### config.mk
export PLATFORM = sky130hd
export DESIGN_NAME = temperature_alarm_hysteresis_fsm
export DESIGN_NICKNAME = d
export VERILOG_FILES = /design/src/rtl/tah_pkg.sv /design/src/rtl/tah_cfg_regs.sv /design/src/rtl/tah_fsm.sv /design/src/rtl/tah_out_skid.sv /design/src/rtl/temperature_alarm_hysteresis_fsm.sv
export VERILOG_INCLUDE_DIRS = /design/src /design/src/rtl
export SDC_FILE = /design/constraint.sdc
export NUM_CORES = 1
export LEC_CHECK = 0
export BUFFER_PORTS_ARGS = -buffer_cell sky130_fd_sc_hd__buf_2
export CAP_MARGIN = 30
export CORE_MARGIN = 2
export CORE_UTILIZATION = 45
export DETAILED_ROUTE_END_ITERATION = 10
export HOLD_SLACK_MARGIN = 0.12
export PLACE_DENSITY = 0.67
export REMOVE_ABC_BUFFERS = 1
export SYNTH_ARGS = -nofsm -noshare
export SYNTH_HDL_FRONTEND = slang
export SYNTH_SLANG_ARGS = --single-unit
### constraint.sdc
create_clock -name clk -period 3.11 [get_ports clk]
set_input_delay 0.311 -clock clk [delete_from_list [all_inputs] [get_ports clk]]
set_output_delay 0.311 -clock clk [all_outputs]
set_load 0.01 [all_outputs]
### src/rtl/temperature_alarm_hysteresis_fsm_assert.svh
// ---------------------------------------------------------------------------
// Temperature alarm assertion macros
// Short forms for the concurrent checks used in the alarm block.
// ---------------------------------------------------------------------------
`ifndef TEMPERATURE_ALARM_HYSTERESIS_FSM_ASSERT_SVH
`define TEMPERATURE_ALARM_HYSTERESIS_FSM_ASSERT_SVH

// Same-cycle implication, disabled while reset is asserted.
`define TAH_ASSERT_NOW(lbl, ck, rn, ante, cons, msg) \
  lbl: assert property (@(posedge ck) disable iff (!rn) (ante) |-> (cons)) else $error(msg);

// Next-cycle implication, disabled while reset is asserted.
`define TAH_ASSERT_NEXT(lbl, ck, rn, ante, cons, msg) \
  lbl: assert property (@(posedge ck) disable iff (!rn) (ante) |=> (cons)) else $error(msg);

`endif

### src/rtl/tah_pkg.sv
// ---------------------------------------------------------------------------
// Temperature alarm package
// Shared codes, reset values and the types passed between the alarm modules.
// ---------------------------------------------------------------------------
package tah_pkg;

  localparam int unsigned TempWidth  = 16;
  localparam int unsigned CfgAddrW   = 4;
  localparam int unsigned CfgDataW   = 32;

  // Register indexes on the configuration port (byte address is 4 * index).
  typedef enum logic [1:0] {
    REG_HIGH_CRIT = 2'd0,
    REG_HIGH_WARN = 2'd1,
    REG_LOW_WARN  = 2'd2,
    REG_LOW_CRIT  = 2'd3
  } tah_reg_e_t;

  // Threshold reset values.
  localparam logic signed [TempWidth-1:0] HighCritReset = 16'sd100;
  localparam logic signed [TempWidth-1:0] HighWarnReset = 16'sd80;
  localparam logic signed [TempWidth-1:0] LowWarnReset  = 16'sd10;
  localparam logic signed [TempWidth-1:0] LowCritReset  = 16'sd0;

  // Alarm event codes.
  typedef enum logic [2:0] {
    EV_NONE    = 3'd0,
    EV_HI_WARN = 3'd1,
    EV_LO_WARN = 3'd2,
    EV_HI_CRIT = 3'd3,
    EV_LO_CRIT = 3'd4
  } tah_event_t;

  // LED mode codes.
  typedef enum logic [1:0] {
    LED_NORMAL   = 2'd0,
    LED_WARNING  = 2'd1,
    LED_CRITICAL = 2'd2,
    LED_KEEP     = 2'd3
  } tah_led_t;

  // Input kind codes.
  typedef enum logic {
    KIND_READING = 1'b0,
    KIND_RESTART = 1'b1
  } tah_kind_t;

  // The four thresholds as seen by the state machine.
  typedef struct packed {
    logic signed [TempWidth-1:0] high_crit;
    logic signed [TempWidth-1:0] high_warn;
    logic signed [TempWidth-1:0] low_warn;
    logic signed [TempWidth-1:0] low_crit;
  } tah_limits_t;

  // One result: LED mode above the alarm event, as packed on the output bus.
  typedef struct packed {
    tah_led_t   led_mode;
    tah_event_t alarm_event;
  } tah_result_t;

  localparam int unsigned ResultW = $bits(tah_result_t);
  localparam int unsigned OutDataW = ((ResultW + 7) / 8) * 8;

endpackage

### src/rtl/tah_cfg_regs.sv
// ---------------------------------------------------------------------------
// Temperature alarm threshold registers
// APB-style register file holding the four signed alarm thresholds.
// ---------------------------------------------------------------------------
module tah_cfg_regs (
  input  logic                          clk,
  input  logic                          rst_n,
  input  logic                          cfg_psel,
  input  logic                          cfg_penable,
  input  logic                          cfg_pwrite,
  input  logic [tah_pkg::CfgAddrW-1:0]  cfg_paddr,
  input  logic [tah_pkg::CfgDataW-1:0]  cfg_pwdata,
  output logic [tah_pkg::CfgDataW-1:0]  cfg_prdata,
  output logic                          cfg_pready,
  output tah_pkg::tah_limits_t          limits
);
  import tah_pkg::*;

  tah_limits_t limits_r;
  tah_limits_t limits_nxt;
  tah_reg_e_t  reg_sel;
  logic        wr_en;
  logic signed [TempWidth-1:0] rd_val;

  assign cfg_pready = 1'b1;
  assign reg_sel    = tah_reg_e_t'(cfg_paddr[3:2]);
  assign wr_en      = cfg_psel && cfg_penable && cfg_pwrite && cfg_pready;

  // Write decode.
  always_comb begin
    limits_nxt = limits_r;
    if (wr_en) begin
      case (reg_sel)
        REG_HIGH_CRIT: limits_nxt.high_crit = cfg_pwdata[TempWidth-1:0];
        REG_HIGH_WARN: limits_nxt.high_warn = cfg_pwdata[TempWidth-1:0];
        REG_LOW_WARN:  limits_nxt.low_warn  = cfg_pwdata[TempWidth-1:0];
        REG_LOW_CRIT:  limits_nxt.low_crit  = cfg_pwdata[TempWidth-1:0];
        default:       limits_nxt = limits_r;
      endcase
    end
  end

  // Threshold storage.
  always_ff @(posedge clk) begin
    if (!rst_n) begin
      limits_r.high_crit <= HighCritReset;
      limits_r.high_warn <= HighWarnReset;
      limits_r.low_warn  <= LowWarnReset;
      limits_r.low_crit  <= LowCritReset;
    end else begin
      limits_r <= limits_nxt;
    end
  end

  // Read back, sign-extended to the bus width.
  always_comb begin
    case (reg_sel)
      REG_HIGH_CRIT: rd_val = limits_r.high_crit;
      REG_HIGH_WARN: rd_val = limits_r.high_warn;
      REG_LOW_WARN:  rd_val = limits_r.low_warn;
      REG_LOW_CRIT:  rd_val = limits_r.low_crit;
      default:       rd_val = limits_r.high_crit;
    endcase
  end

  assign cfg_prdata = CfgDataW'(rd_val);
  assign limits     = limits_r;

endmodule

### src/rtl/tah_fsm.sv
// ---------------------------------------------------------------------------
// Temperature alarm state machine
// Nine-state hysteresis machine; computes the event and LED mode per reading.
// ---------------------------------------------------------------------------
module tah_fsm (
  input  logic                                clk,
  input  logic                                rst_n,
  input  logic                                step,
  input  tah_pkg::tah_kind_t                  kind,
  input  logic signed [tah_pkg::TempWidth-1:0] temperature,
  input  tah_pkg::tah_limits_t                limits,
  output tah_pkg::tah_result_t                result
);
  import tah_pkg::*;

  typedef enum logic [3:0] {
    ST_NORM_INIT    = 4'd0,
    ST_NORM_FROM_LO = 4'd1,
    ST_NORM_FROM_HI = 4'd2,
    ST_HI_WARN_A    = 4'd3,
    ST_HI_WARN_B    = 4'd4,
    ST_HI_CRIT      = 4'd5,
    ST_LO_WARN_A    = 4'd6,
    ST_LO_WARN_B    = 4'd7,
    ST_LO_CRIT      = 4'd8
  } state_t;

  state_t     state_r;
  state_t     state_nxt;
  tah_event_t ev;
  tah_led_t   led;
  logic       ge_hc;
  logic       ge_hw;
  logic       le_lw;
  logic       le_lc;

  // Threshold compares, shared by all states.
  assign ge_hc = temperature >= limits.high_crit;
  assign ge_hw = temperature >= limits.high_warn;
  assign le_lw = temperature <= limits.low_warn;
  assign le_lc = temperature <= limits.low_crit;

  // Next state and result for the current request.
  always_comb begin
    state_nxt = state_r;
    ev        = EV_NONE;
    led       = LED_KEEP;
    if (kind == KIND_RESTART) begin
      state_nxt = ST_NORM_INIT;
    end else begin
      case (state_r)
        ST_NORM_FROM_LO: begin
          if (ge_hw) begin
            state_nxt = ST_HI_WARN_A;
            ev        = EV_HI_WARN;
            led       = LED_WARNING;
          end else if (le_lw) begin
            // Coming back from low: no repeated low warning.
            state_nxt = ST_LO_WARN_A;
            led       = LED_WARNING;
          end else begin
            led = LED_NORMAL;
          end
        end
        ST_NORM_FROM_HI: begin
          if (le_lw) begin
            state_nxt = ST_LO_WARN_A;
            ev        = EV_LO_WARN;
            led       = LED_WARNING;
          end else if (ge_hw) begin
            // Coming back from high: no repeated high warning.
            state_nxt = ST_HI_WARN_A;
            led       = LED_WARNING;
          end else begin
            led = LED_NORMAL;
          end
        end
        ST_HI_WARN_A, ST_HI_WARN_B: begin
          if (ge_hc) begin
            if (state_r == ST_HI_WARN_A) begin
              ev = EV_HI_CRIT;
            end
            state_nxt = ST_HI_CRIT;
            led       = LED_CRITICAL;
          end else if (!ge_hw) begin
            state_nxt = ST_NORM_FROM_HI;
            led       = LED_NORMAL;
          end else begin
            led = LED_WARNING;
          end
        end
        ST_HI_CRIT: begin
          if (!ge_hc) begin
            state_nxt = ST_HI_WARN_B;
            led       = LED_WARNING;
          end else begin
            led = LED_CRITICAL;
          end
        end
        ST_LO_WARN_A, ST_LO_WARN_B: begin
          if (le_lc) begin
            if (state_r == ST_LO_WARN_A) begin
              ev = EV_LO_CRIT;
            end
            state_nxt = ST_LO_CRIT;
            led       = LED_CRITICAL;
          end else if (!le_lw) begin
            state_nxt = ST_NORM_FROM_LO;
            led       = LED_NORMAL;
          end else begin
            led = LED_WARNING;
          end
        end
        ST_LO_CRIT: begin
          if (!le_lc) begin
            state_nxt = ST_LO_WARN_B;
            led       = LED_WARNING;
          end else begin
            led = LED_CRITICAL;
          end
        end
        default: begin
          // Initial normal state, and any unused code.
          if (ge_hw) begin
            state_nxt = ST_HI_WARN_A;
            ev        = EV_HI_WARN;
            led       = LED_WARNING;
          end else if (le_lw) begin
            state_nxt = ST_LO_WARN_A;
            ev        = EV_LO_WARN;
            led       = LED_WARNING;
          end else begin
            state_nxt = ST_NORM_INIT;
          end
        end
      endcase
    end
  end

  // State register, advanced once per accepted request.
  always_ff @(posedge clk) begin
    if (!rst_n) begin
      state_r <= ST_NORM_INIT;
    end else if (step) begin
      state_r <= state_nxt;
    end
  end

  assign result.alarm_event = ev;
  assign result.led_mode    = led;

endmodule

### src/rtl/tah_out_skid.sv
// ---------------------------------------------------------------------------
// Temperature alarm result buffer
// Output register with one skid entry, so the input ready is registered.
// ---------------------------------------------------------------------------
module tah_out_skid (
  input  logic                 clk,
  input  logic                 rst_n,
  input  logic                 push,
  input  tah_pkg::tah_result_t push_data,
  output logic                 can_push,
  output logic                 out_valid,
  input  logic                 out_ready,
  output tah_pkg::tah_result_t out_data
);
  import tah_pkg::*;

  logic        out_valid_r;
  logic        skid_valid_r;
  tah_result_t out_data_r;
  tah_result_t skid_data_r;
  logic        pop;

  assign pop = out_valid_r && out_ready;

  // Control: the skid entry fills only when the output register is held.
  always_ff @(posedge clk) begin
    if (!rst_n) begin
      out_valid_r  <= 1'b0;
      skid_valid_r <= 1'b0;
    end else if (pop) begin
      if (skid_valid_r) begin
        skid_valid_r <= 1'b0;
      end else begin
        out_valid_r <= push;
      end
    end else if (push) begin
      if (out_valid_r) begin
        skid_valid_r <= 1'b1;
      end else begin
        out_valid_r <= 1'b1;
      end
    end
  end

  // Payload registers.
  always_ff @(posedge clk) begin
    if (pop) begin
      if (skid_valid_r) begin
        out_data_r <= skid_data_r;
      end else if (push) begin
        out_data_r <= push_data;
      end
    end else if (push) begin
      if (out_valid_r) begin
        skid_data_r <= push_data;
      end else begin
        out_data_r <= push_data;
      end
    end
  end

  assign can_push  = !skid_valid_r;
  assign out_valid = out_valid_r;
  assign out_data  = out_data_r;

endmodule

### src/rtl/temperature_alarm_hysteresis_fsm.sv
// ---------------------------------------------------------------------------
// Temperature alarm with hysteresis
// Each result is registered in the output register, or in the skid entry while the output is held.
// Throughput: 1 reading per cycle while in_tready is high; the state register updates in one pass.
// in_tready is registered: it drops only while the one-entry skid is full.
// Reset (synchronous, rst_n low): state to initial normal, thresholds to
// 100 / 80 / 10 / 0, result buffer empty.
// ---------------------------------------------------------------------------
`include "temperature_alarm_hysteresis_fsm_assert.svh"

module temperature_alarm_hysteresis_fsm (
  input  logic                          clk,
  input  logic                          rst_n,
  // Reading channel.
  input  logic                          in_tvalid,
  output logic                          in_tready,
  input  logic [15:0]                   in_tdata,   // [15:0] temperature
  input  logic                          in_tuser,   // [0] kind
  // Result channel.
  output logic                          out_tvalid,
  input  logic                          out_tready,
  output logic [tah_pkg::OutDataW-1:0]  out_tdata,  // [2:0] alarm_event,
                                                    // [4:3] led_mode, rest 0
  // Configuration port.
  input  logic                          cfg_psel,
  input  logic                          cfg_penable,
  input  logic                          cfg_pwrite,
  input  logic [tah_pkg::CfgAddrW-1:0]  cfg_paddr,
  input  logic [tah_pkg::CfgDataW-1:0]  cfg_pwdata,
  output logic [tah_pkg::CfgDataW-1:0]  cfg_prdata,
  output logic                          cfg_pready
);
  import tah_pkg::*;

  tah_limits_t limits;
  tah_result_t step_result;
  tah_result_t out_result;
  logic        in_accept;

  assign in_accept = in_tvalid && in_tready;

  // Threshold registers.
  tah_cfg_regs u_cfg (
    .clk         (clk),
    .rst_n       (rst_n),
    .cfg_psel    (cfg_psel),
    .cfg_penable (cfg_penable),
    .cfg_pwrite  (cfg_pwrite),
    .cfg_paddr   (cfg_paddr),
    .cfg_pwdata  (cfg_pwdata),
    .cfg_prdata  (cfg_prdata),
    .cfg_pready  (cfg_pready),
    .limits      (limits)
  );

  // Hysteresis state machine.
  tah_fsm u_fsm (
    .clk         (clk),
    .rst_n       (rst_n),
    .step        (in_accept),
    .kind        (tah_kind_t'(in_tuser)),
    .temperature (in_tdata),
    .limits      (limits),
    .result      (step_result)
  );

  // Result register with skid entry.
  tah_out_skid u_out (
    .clk       (clk),
    .rst_n     (rst_n),
    .push      (in_accept),
    .push_data (step_result),
    .can_push  (in_tready),
    .out_valid (out_tvalid),
    .out_ready (out_tready),
    .out_data  (out_result)
  );

  assign out_tdata = OutDataW'(out_result);

  // Checks.
  `TAH_ASSERT_NOW(a_skid_needs_full_out, clk, rst_n, !in_tready, out_tvalid, "skid full with empty output")
  `TAH_ASSERT_NEXT(a_result_lands, clk, rst_n, in_accept && !out_tvalid, out_tvalid, "accepted reading gave no result")
  `TAH_ASSERT_NEXT(a_restart_result, clk, rst_n, in_accept && in_tuser && (!out_tvalid || out_tready), out_tdata[4:0] == {LED_KEEP, EV_NONE}, "restart result is not none / unchanged")

endmodule
; Word-level counts from Yosys, hierarchy flattened
; Cells that the tools add are included.
[classes]
n_lt_le_gt_ge = 4
bitwise_logic = 2
mux = 44
n_reduce_logical = 21
eq_ne = 19
[op_table]
columns = operator, n
row1 = case mux 16 bit (4 select lines), 1
row2 = two-way mux 4 bit, 12
row3 = greater-or-equal comparator 16 bit, 2
row4 = <= comparator 16 bit, 2
row5 = two-way mux 5 bit, 5
row6 = two-way mux 2 bit, 12
row7 = case mux 4 bit (6 select lines), 1
row8 = equality test 4 x 3 -> 1 bit (second input constant), 4
row9 = two-way mux 3 bit, 5
row10 = case mux 3 bit (5 select lines), 1
row11 = case mux 2 bit (6 select lines), 1
row12 = AND reduction 2 bit, 6
row13 = equality test 4 x 2 -> 1 bit (second input constant), 2
row14 = inequality test 4 x 2 -> 1 bit (second input constant), 2
row15 = OR reduction 2 bit, 4
row16 = AND reduction 7 bit, 1
row17 = two-way mux 1 bit, 6
row18 = inequality test 3 bit (second input constant), 2
row19 = AND reduction 3 bit, 2
row20 = equality test 2 bit (second input constant), 2
row21 = equality test 4 x 1 -> 1 bit (second input constant), 1
row22 = equality test 4 bit (second input constant), 1
row23 = logical AND 1 bit, 4
row24 = inequality test 2 bit (second input constant), 2
row25 = other kinds (7), 9
[word_totals]
regBits = 80
out_inout_bits = 43
inputBits = 60
word_cells = 101

; Longest topological paths before layout
; Gate-level depths: netlist of the first run.
[logic_depth]
word_depth = 8
mapped_depth = 11
depth_no_buf = 10

; Cells and area by module
; Synthesis of the first run repeated with hierarchy kept, for this count alone.
[hier_totals]
cells_unflattened = 621
area_unflattened_um2 = 5696.7
[modules_own_cells]
columns = module, area_per_inst_um2, seq_area_each_um2, cells_each, n_inst
row1 = tah_cfg_regs, 2929.1, 1281.2, 277, 1
row2 = tah_fsm, 2264.7, 80.1, 310, 1
row3 = tah_out_skid, 470.5, 340.3, 29, 1
row4 = temperature_alarm_hysteresis_fsm, 32.5, 0.0, 5, 1

; Worst setup path after synthesis of the first run
; No wires, ideal clock.
[synth_path]
path_kind = register to register
from = register u_cfg.limits_r (netlist bit u_cfg.limits[47])
to = register u_out.skid_data_r[4] in the netlist's numbering (data pin)
path_slack_ps = 281
setup_ps = 262
arrival_time_ps = 2566
required_ps = 2848
path_stages_with_launch = 12
path_buffers = 1
period_less_slack_ps = 2829
cell_sequence = dfxtp_1 inv_1 ha_1 nand4_1 or4_1 o22a_1 and4b_1 or2_1 buf_6 a31oi_1 a32oi_1 or2_2
[synth_rtl]
columns = item, line_no
row1 = "start, declared", tah_cfg_regs.sv:19  ; tah_limits_t limits_r;
row2 = "start signal, assigned", tah_cfg_regs.sv:51  ; limits_r <= limits_nxt;
row3 = "end signal, assigned", tah_out_skid.sv:55  ; skid_data_r <= push_data;
row4 = "end, declared", tah_out_skid.sv:20  ; tah_result_t skid_data_r;

==> reports/metrics.cfg, run 1 <==
[timing]
fin_skew_ns = 0.007820
worst_slack_ns = 0.1356
drv_slew = 0
setup_viol = 0
whs_ns = 0.2242
min_period_ns = 2.974
slew-limit-headroom_pct = 38.69
fmax_mhz = 336.2
finalCritPeriodShare_pct = 95.64
worst_pin_slew_ns = 0.9197
hold_viol = 0
rsz0062_at_grt = false

[placed_design]
dp_hpwl_um = 11500
port_buffers = 80
pre_cts_ws_ns = -0.03384
gp_congestion = 0.8965

[cts]
holdBufCountCts = 0
post-cts-setup-buffer-count = 0
worst_skew_pair.late_latency_ns = 0.35
cts_root_buf = clkbuf_16
h-tree-depth = 3
cts_buffers = 9
clockBufferDepth = 2
numClockSinks = 80
cts_tree = built
clkTransAtPathRegs_ns = 0.06

[pwr]
cellLeakagePower_nw = 2.501
power_density_mw_per_mm2 = 419.9
ir_worst_vdd_mv = 0.4194

[final_layout]
nets = 869
final_layout_size_suffix_gt1_share_pct = 19.60
areaGrowthSynthToFinish_pct = 14.49
diodes = 0

[die]
die_width_um = 114.6
fp.coreArea_mm2 = 0.01196
start_util_pct = 45.98
rows = 40
dieArea_mm2 = 0.01312
io_pins = 103
die_y_um = 114.6

[worst_setup_path]
crit_type = reg2reg
worstPathArrival_ns = 3.07
worst-path-buf-inv = 1
required_ns = 3.20
cpMaxStageDelayCell = or4_4
crit_start = u_cfg.limits[47]$_SDFFE_PN0P_
crit_path_max_incr_delay_ns = 0.58
crit_path_start_kind = flop
r2r-start = u_cfg.limits[47]$_SDFFE_PN0P_
endpoint_kind = flop
worstPathCellList = inv_1 -> ha_1 -> nand4_1 -> or4_4 -> o22a_1 -> and4b_1 -> or2_4 -> a31oi_1 -> a32oi_1 -> or2_2
cp_top_family = simple AND/OR/NAND/NOR gates
path_max_fanout = 10

[drt]
via_per_inst = 5.621
num_vias = 5042
drt_wl_total_um = 15190
drcViolationCount = 0
drtIter0Drc = 355
drt-pass1-iter-count = 4
antenna_left = 0
routedWlPerCell_um = 16.94

[synthesis]
yosysSeqAreaShare_pct = 30.94
yosys.area.top_type_share_pct = 25.48
synth_warnings = 0
synth_common_cells = 154 x nand2_1, 90 x a21oi_1, 70 x dfxtp_1, 69 x inv_1, 64 x ha_1
synth_ff_type = dfxtp_1
synth_edf_count = 10
yosysMostFrequentCell = nand2_1
synth_cell_types = 61
synth_top_cell_by_area = dfxtp_1
syn_area_per_cell_um2 = 8.030
ys_ff_latch = 80
synthArstFlopShare_pct = 0
synth.top_cells.by_area = dfxtp_1 25%, ha_1 15%, nand2_1 11%
netlist_instances = 685
netlist_area_mm2 = 0.005500

[grt]
overflow = 0
grt_pass1_wl_um = 24090
grt_max_degree = 37
first_global_vias = 4794
antenna_found_initial = 0
grt.total_usage_pct = 23.78

[hold_path]
hold_start = cfg_pwdata[15]
hp-class = in2reg

[outcome]
outcome = finished clean

[job]
drv_cap = 0

-- worst min-delay path, stage by stage --
cell	delay, ns
buf_2	0.12
nand2_1	0.05
a21oi_1	0.05
-- layer usage --
metal	vias up	global-route usage (%)	wire length, um
li1	2483	-	-
met1	2358	30.91	6692
met2	180	39.37	7356
met3	21	4.500	881
met4	0	8.618	260
met5	-	0	0
-- repair_timing --
item                       in CTS  in global routing
setup endpoints to repair       0                  7
hold endpoints to repair        0                  0
gates resized for setup         0                  9
-- state kept, by name (all words and copies together), names as in the netlist --
signal,cells
u_out.skid_valid_r,1
u_cfg.limits,64
u_out.skid_data_r,5
u_out.out_valid,1
u_fsm.state_r,4
u_out.out_data,5
-- area by class of cell --
class / instances / area [um^2]
Clock buffer: 11 / 252.7
Clock inverter: 5 / 55.05
Fill cell: 1141 / 5664
Inverter: 71 / 266.5
Multi-Input combinational cell: 486 / 3308
Sequential cell: 80 / 1703
Tap cell: 147 / 183.9
Timing Repair Buffer: 97 / 528.0
-- placed cells by master, fill, tap and decap left out, types with 3 or more instances in the layout --
master / netlist / routed
and4_1: 3 / 3
nand2_1: 154 / 154
inv_1: 69 / 69
mux4_2: 16 / 16
ha_1: 64 / 64
edfxtp_1: 10 / 10
o21ai_0: 9 / 9
conb_1: 2 / 4
o21bai_1: 3 / 3
a31oi_1: 5 / 5
buf_2: 1 / 80
clkbuf_16: 0 / 9
or3_1: 3 / 3
nand3_1: 9 / 9
nand2b_1: 5 / 5
o21a_1: 3 / 3
dfxtp_1: 70 / 69
mux2i_1: 3 / 3
a21o_1: 5 / 5
nand4_1: 12 / 12
nor3_1: 9 / 8
a21oi_1: 90 / 90
nor2_1: 22 / 21
o211ai_1: 13 / 13
and4b_1: 3 / 3
nor2b_1: 3 / 3
buf_4: 20 / 17
and3_1: 5 / 5
-- worst paths after layout --
| path | end | slack [ns] | depth (start not counted) |
|---|---|---|---|
| max reg2reg | u_out.skid_data_r[4]$_DFFE_PP_ | 0.14 | 10 |
| min reg2reg | u_cfg.limits[55]$_SDFFE_PN0P_ | 0.47 | 2 |
| min | u_cfg.limits[63]$_SDFFE_PN0P_ | 0.22 | 3 |
| max | u_out.skid_data_r[4]$_DFFE_PP_ | 0.14 | 10 |
-- kinds of logic after synthesis --
family / count (synthesis) / share of synthesized area, %
mux: 20 / 7.302
simple gates: 240 / 19.38
other cells: 2 / 0.1365
compound gates: 158 / 17.90
fa+ha+maj: 64 / 14.56
buf+inv: 121 / 9.782
flops: 80 / 30.94
-- per-stage QoR --
step	power (W)	area [um^2]	util, %	setup TNS, ns	instances
after floorplan	0.001383	5236	-	0	637
after global placement	0.001556	5953	49.77	0	881
after detailed placement	0.001568	5953	49.77	-0.03384	881
after CTS	0.002658	6261	52.34	0	897
after global routing	0.002762	6297	52.65	0	897
final	0.002644	6297	52.65	0	897
-- where the power goes --
group,switching [W],total [W],internal [W],leakage (nW)
clock network,0.000428,0.00109,0.000662,0.148
logic,0.000267,0.000453,0.000186,1.69
registers,0.0000271,0.00110,0.00107,0.662
total,0.000722,0.00264,0.00192,2.50
Note: power is estimated with default switching activity, not from simulation.
==> run 2, diff against run 1 <==
--- a/config.mk
+++ b/config.mk
@@ -13,7 +13,7 @@
 export DETAILED_ROUTE_END_ITERATION = 10
 export HOLD_SLACK_MARGIN = 0.12
 export PLACE_DENSITY = 0.67
-export REMOVE_ABC_BUFFERS = 1
+export SETUP_SLACK_MARGIN = 0.1
 export SYNTH_ARGS = -nofsm -noshare
 export SYNTH_HDL_FRONTEND = slang
 export SYNTH_SLANG_ARGS = --single-unit
==> run 2 against run 1 <==
Compared with the run above:
- maximum frequency up 1.9%
- register-to-register slack better by 0.06 ns
- combinational power up 2%
- global-route usage up 1.1 points
- sequential cell count unchanged
- clock skew about the same
- final cell count down 0.22%
- sequential power about the same
- via count up 2.1%
- sequential share of layout area up 0.20 points
- core utilization down 0.084 points
==> reports/metrics.cfg, run 2 (synthesized netlist as in run 1, its figures left out) <==
[outcome]
outcome = finished clean

[worst_setup_path]
worst-path-buf-inv = 1
cp_num_cells = 10
cpMaxStageDelayCell = or4_4
crit_type = reg2reg
required_ns = 3.20
path_max_fanout = 5
r2r_slack_ns = 0.19
r2r_end = u_out.out_data[4]$_DFFE_PP_
crit_path_start_kind = flop
endpoint_kind = flop
worstPathArrival_ns = 3.01
crit_path_max_incr_delay_ns = 0.54
r2r-start = u_cfg.limits[43]$_SDFFE_PN0P_
cp_top_family = simple AND/OR/NAND/NOR gates
reg2reg_depth = 10
worstPathCellList = inv_1 -> ha_1 -> nand4_1 -> or4_4 -> o22a_1 -> and4b_2 -> or2_4 -> a31oi_1 -> a32oi_1 -> o31a_1

[timing]
drv_slew = 0
fmax_mhz = 342.7
setup_viol = 0
rsz0062_at_grt = true
worst_pin_slew_ns = 0.9212
slew-limit-headroom_pct = 38.59
finalCritPeriodShare_pct = 93.82
min_period_ns = 2.918
hold_viol = 0
fin_skew_ns = 0.007447
worst_slack_ns = 0.1922
setup_tns_ns = 0

[final_layout]
layout_common_cells = 154 x nand2_1, 90 x a21oi_1, 80 x buf_2
diodes = 0
multi_input_area_mm2 = 0.003313
final_common_cell = nand2_1
seqCellArea_mm2 = 0.001713
n_fill_cell = 1120
final_cells = 895
areaGrowthSynthToFinish_pct = 14.31
largest_reg_flops = 64
final_layout_size_suffix_gt1_share_pct = 20.19
nets = 868

[die]
fp.coreArea_mm2 = 0.01196
die_y_um = 114.6
dieArea_mm2 = 0.01312
die_width_um = 114.6
start_util_pct = 45.98
rows = 40
io_pins = 103

[drt]
drtIter0Drc = 573
drcViolationCount = 0
drt-pass1-iter-count = 6
drt_wl_total_um = 16040
via_per_inst = 5.753
num_vias = 5149
routedWlPerCell_um = 17.92
antenna_left = 0

[hold_path]
hold_depth = 3
hold_start = cfg_pwdata[7]
whs_endpoint = u_cfg.limits[55]$_SDFFE_PN0P_
hp-class = in2reg

[pwr]
p_total_w = 0.002642
cellLeakagePower_nw = 2.499
p_sw_share_pct = 27.06
combPwrFrac_pct = 17.6
power_density_mw_per_mm2 = 420.2
pwr-share-seq_pct = 41.7
power_frac_clock_pct = 40.7
p_int_w = 0.001927
ir_worst_vdd_mv = 0.2770
p_sw_w = 0.0007148

[cts]
worst_skew_pair.late_latency_ns = 0.34
h-tree-depth = 3
numClockSinks = 80
cts_tree = built
clkTransAtPathRegs_ns = 0.06
cts_root_buf = clkbuf_16
clockBufferDepth = 2
holdBufCountCts = 0
cts_buffers = 9

[placed_design]
place_inst = 877
port_buffers = 80
gp_congestion = 0.8839
dp_hpwl_um = 11850
pre_cts_ws_ns = 0.03889

[grt]
grt_max_degree = 59
first_global_vias = 4947
overflow = 0
grt_pass1_wl_um = 25230
grt.total_usage_pct = 24.84
antenna_found_initial = 0

[job]
drv_cap = 0

## run 2: worst max path at each step
stage | startpoint | end | slack (ns)
after floorplan | u_cfg.limits[47]$_SDFFE_PN0P_ | u_out.skid_data_r[4]$_DFFE_PP_ | 0.28
after global placement | in_tdata[9] | u_out.skid_data_r[4]$_DFFE_PP_ | 0.09
final | u_cfg.limits[43]$_SDFFE_PN0P_ | u_out.out_data[4]$_DFFE_PP_ | 0.19
after detailed placement | in_tdata[10] | u_out.skid_data_r[4]$_DFFE_PP_ | 0.04
after CTS | u_cfg.limits[55]$_SDFFE_PN0P_ | u_fsm.state_r[0]$_SDFFE_PN0P_ | 0.10
after global routing | u_cfg.limits[62]$_SDFFE_PN0P_ | u_out.out_data[1]$_DFFE_PP_ | 0.06
## run 2: power by group through the flow
stage / combinational (W) / sequential [W] / clock (W)
final: 0.000464 / 0.00110 / 0.00108
after global routing: 0.000514 / 0.00110 / 0.00113
after CTS: 0.000449 / 0.00110 / 0.00109
after detailed placement: 0.000445 / 0.00112 / 0
after global placement: 0.000433 / 0.00112 / 0
after floorplan: 0.000302 / 0.00111 / 0
## run 2: layout make-up
class / instances / share of cell area, %
Multi-Input combinational cell: 487 / 52.70
Clock buffer: 12 / 4.099
Clock inverter: 3 / 0.6368
Timing Repair Buffer: 95 / 8.159
Tap cell: 147 / 2.925
Sequential cell: 80 / 27.24
Inverter: 71 / 4.239
## run 2: layer usage
metal | global-route usage (%) | vias up | share of wire, %
met5 | 0 | - | 0
li1 | - | 2488 | -
met1 | 32.03 | 2420 | 43
met2 | 40.87 | 209 | 47
met4 | 9.919 | 0 | 3.0
met3 | 4.870 | 32 | 6.5
## run 2: worst min-delay path, stage by stage
cell and delay (ns):
buf_2 0.12, nand2_1 0.05, a21oi_1 0.05
## run 2: through the flow
stage / utilization [%] / hold WS (ns) / cell area [um^2]
finish: 52.56 / 0.2279 / 6287
global route: 52.56 / 0.2396 / 6287
CTS: 52.03 / 0.2280 / 6223
detailed placement: 49.52 / 0.4638 / 5923
global placement: 49.52 / 0.4563 / 5923
floorplan: - / 0.4461 / 5508
## run 2: repair_timing
action | 4_1_cts | 5_1_grt
resized for setup | 1 | 17
cloned | 0 | 1
endpoints found under the setup margin | 2 | 9
pin swaps | 0 | 6
setup buffers | 0 | 2
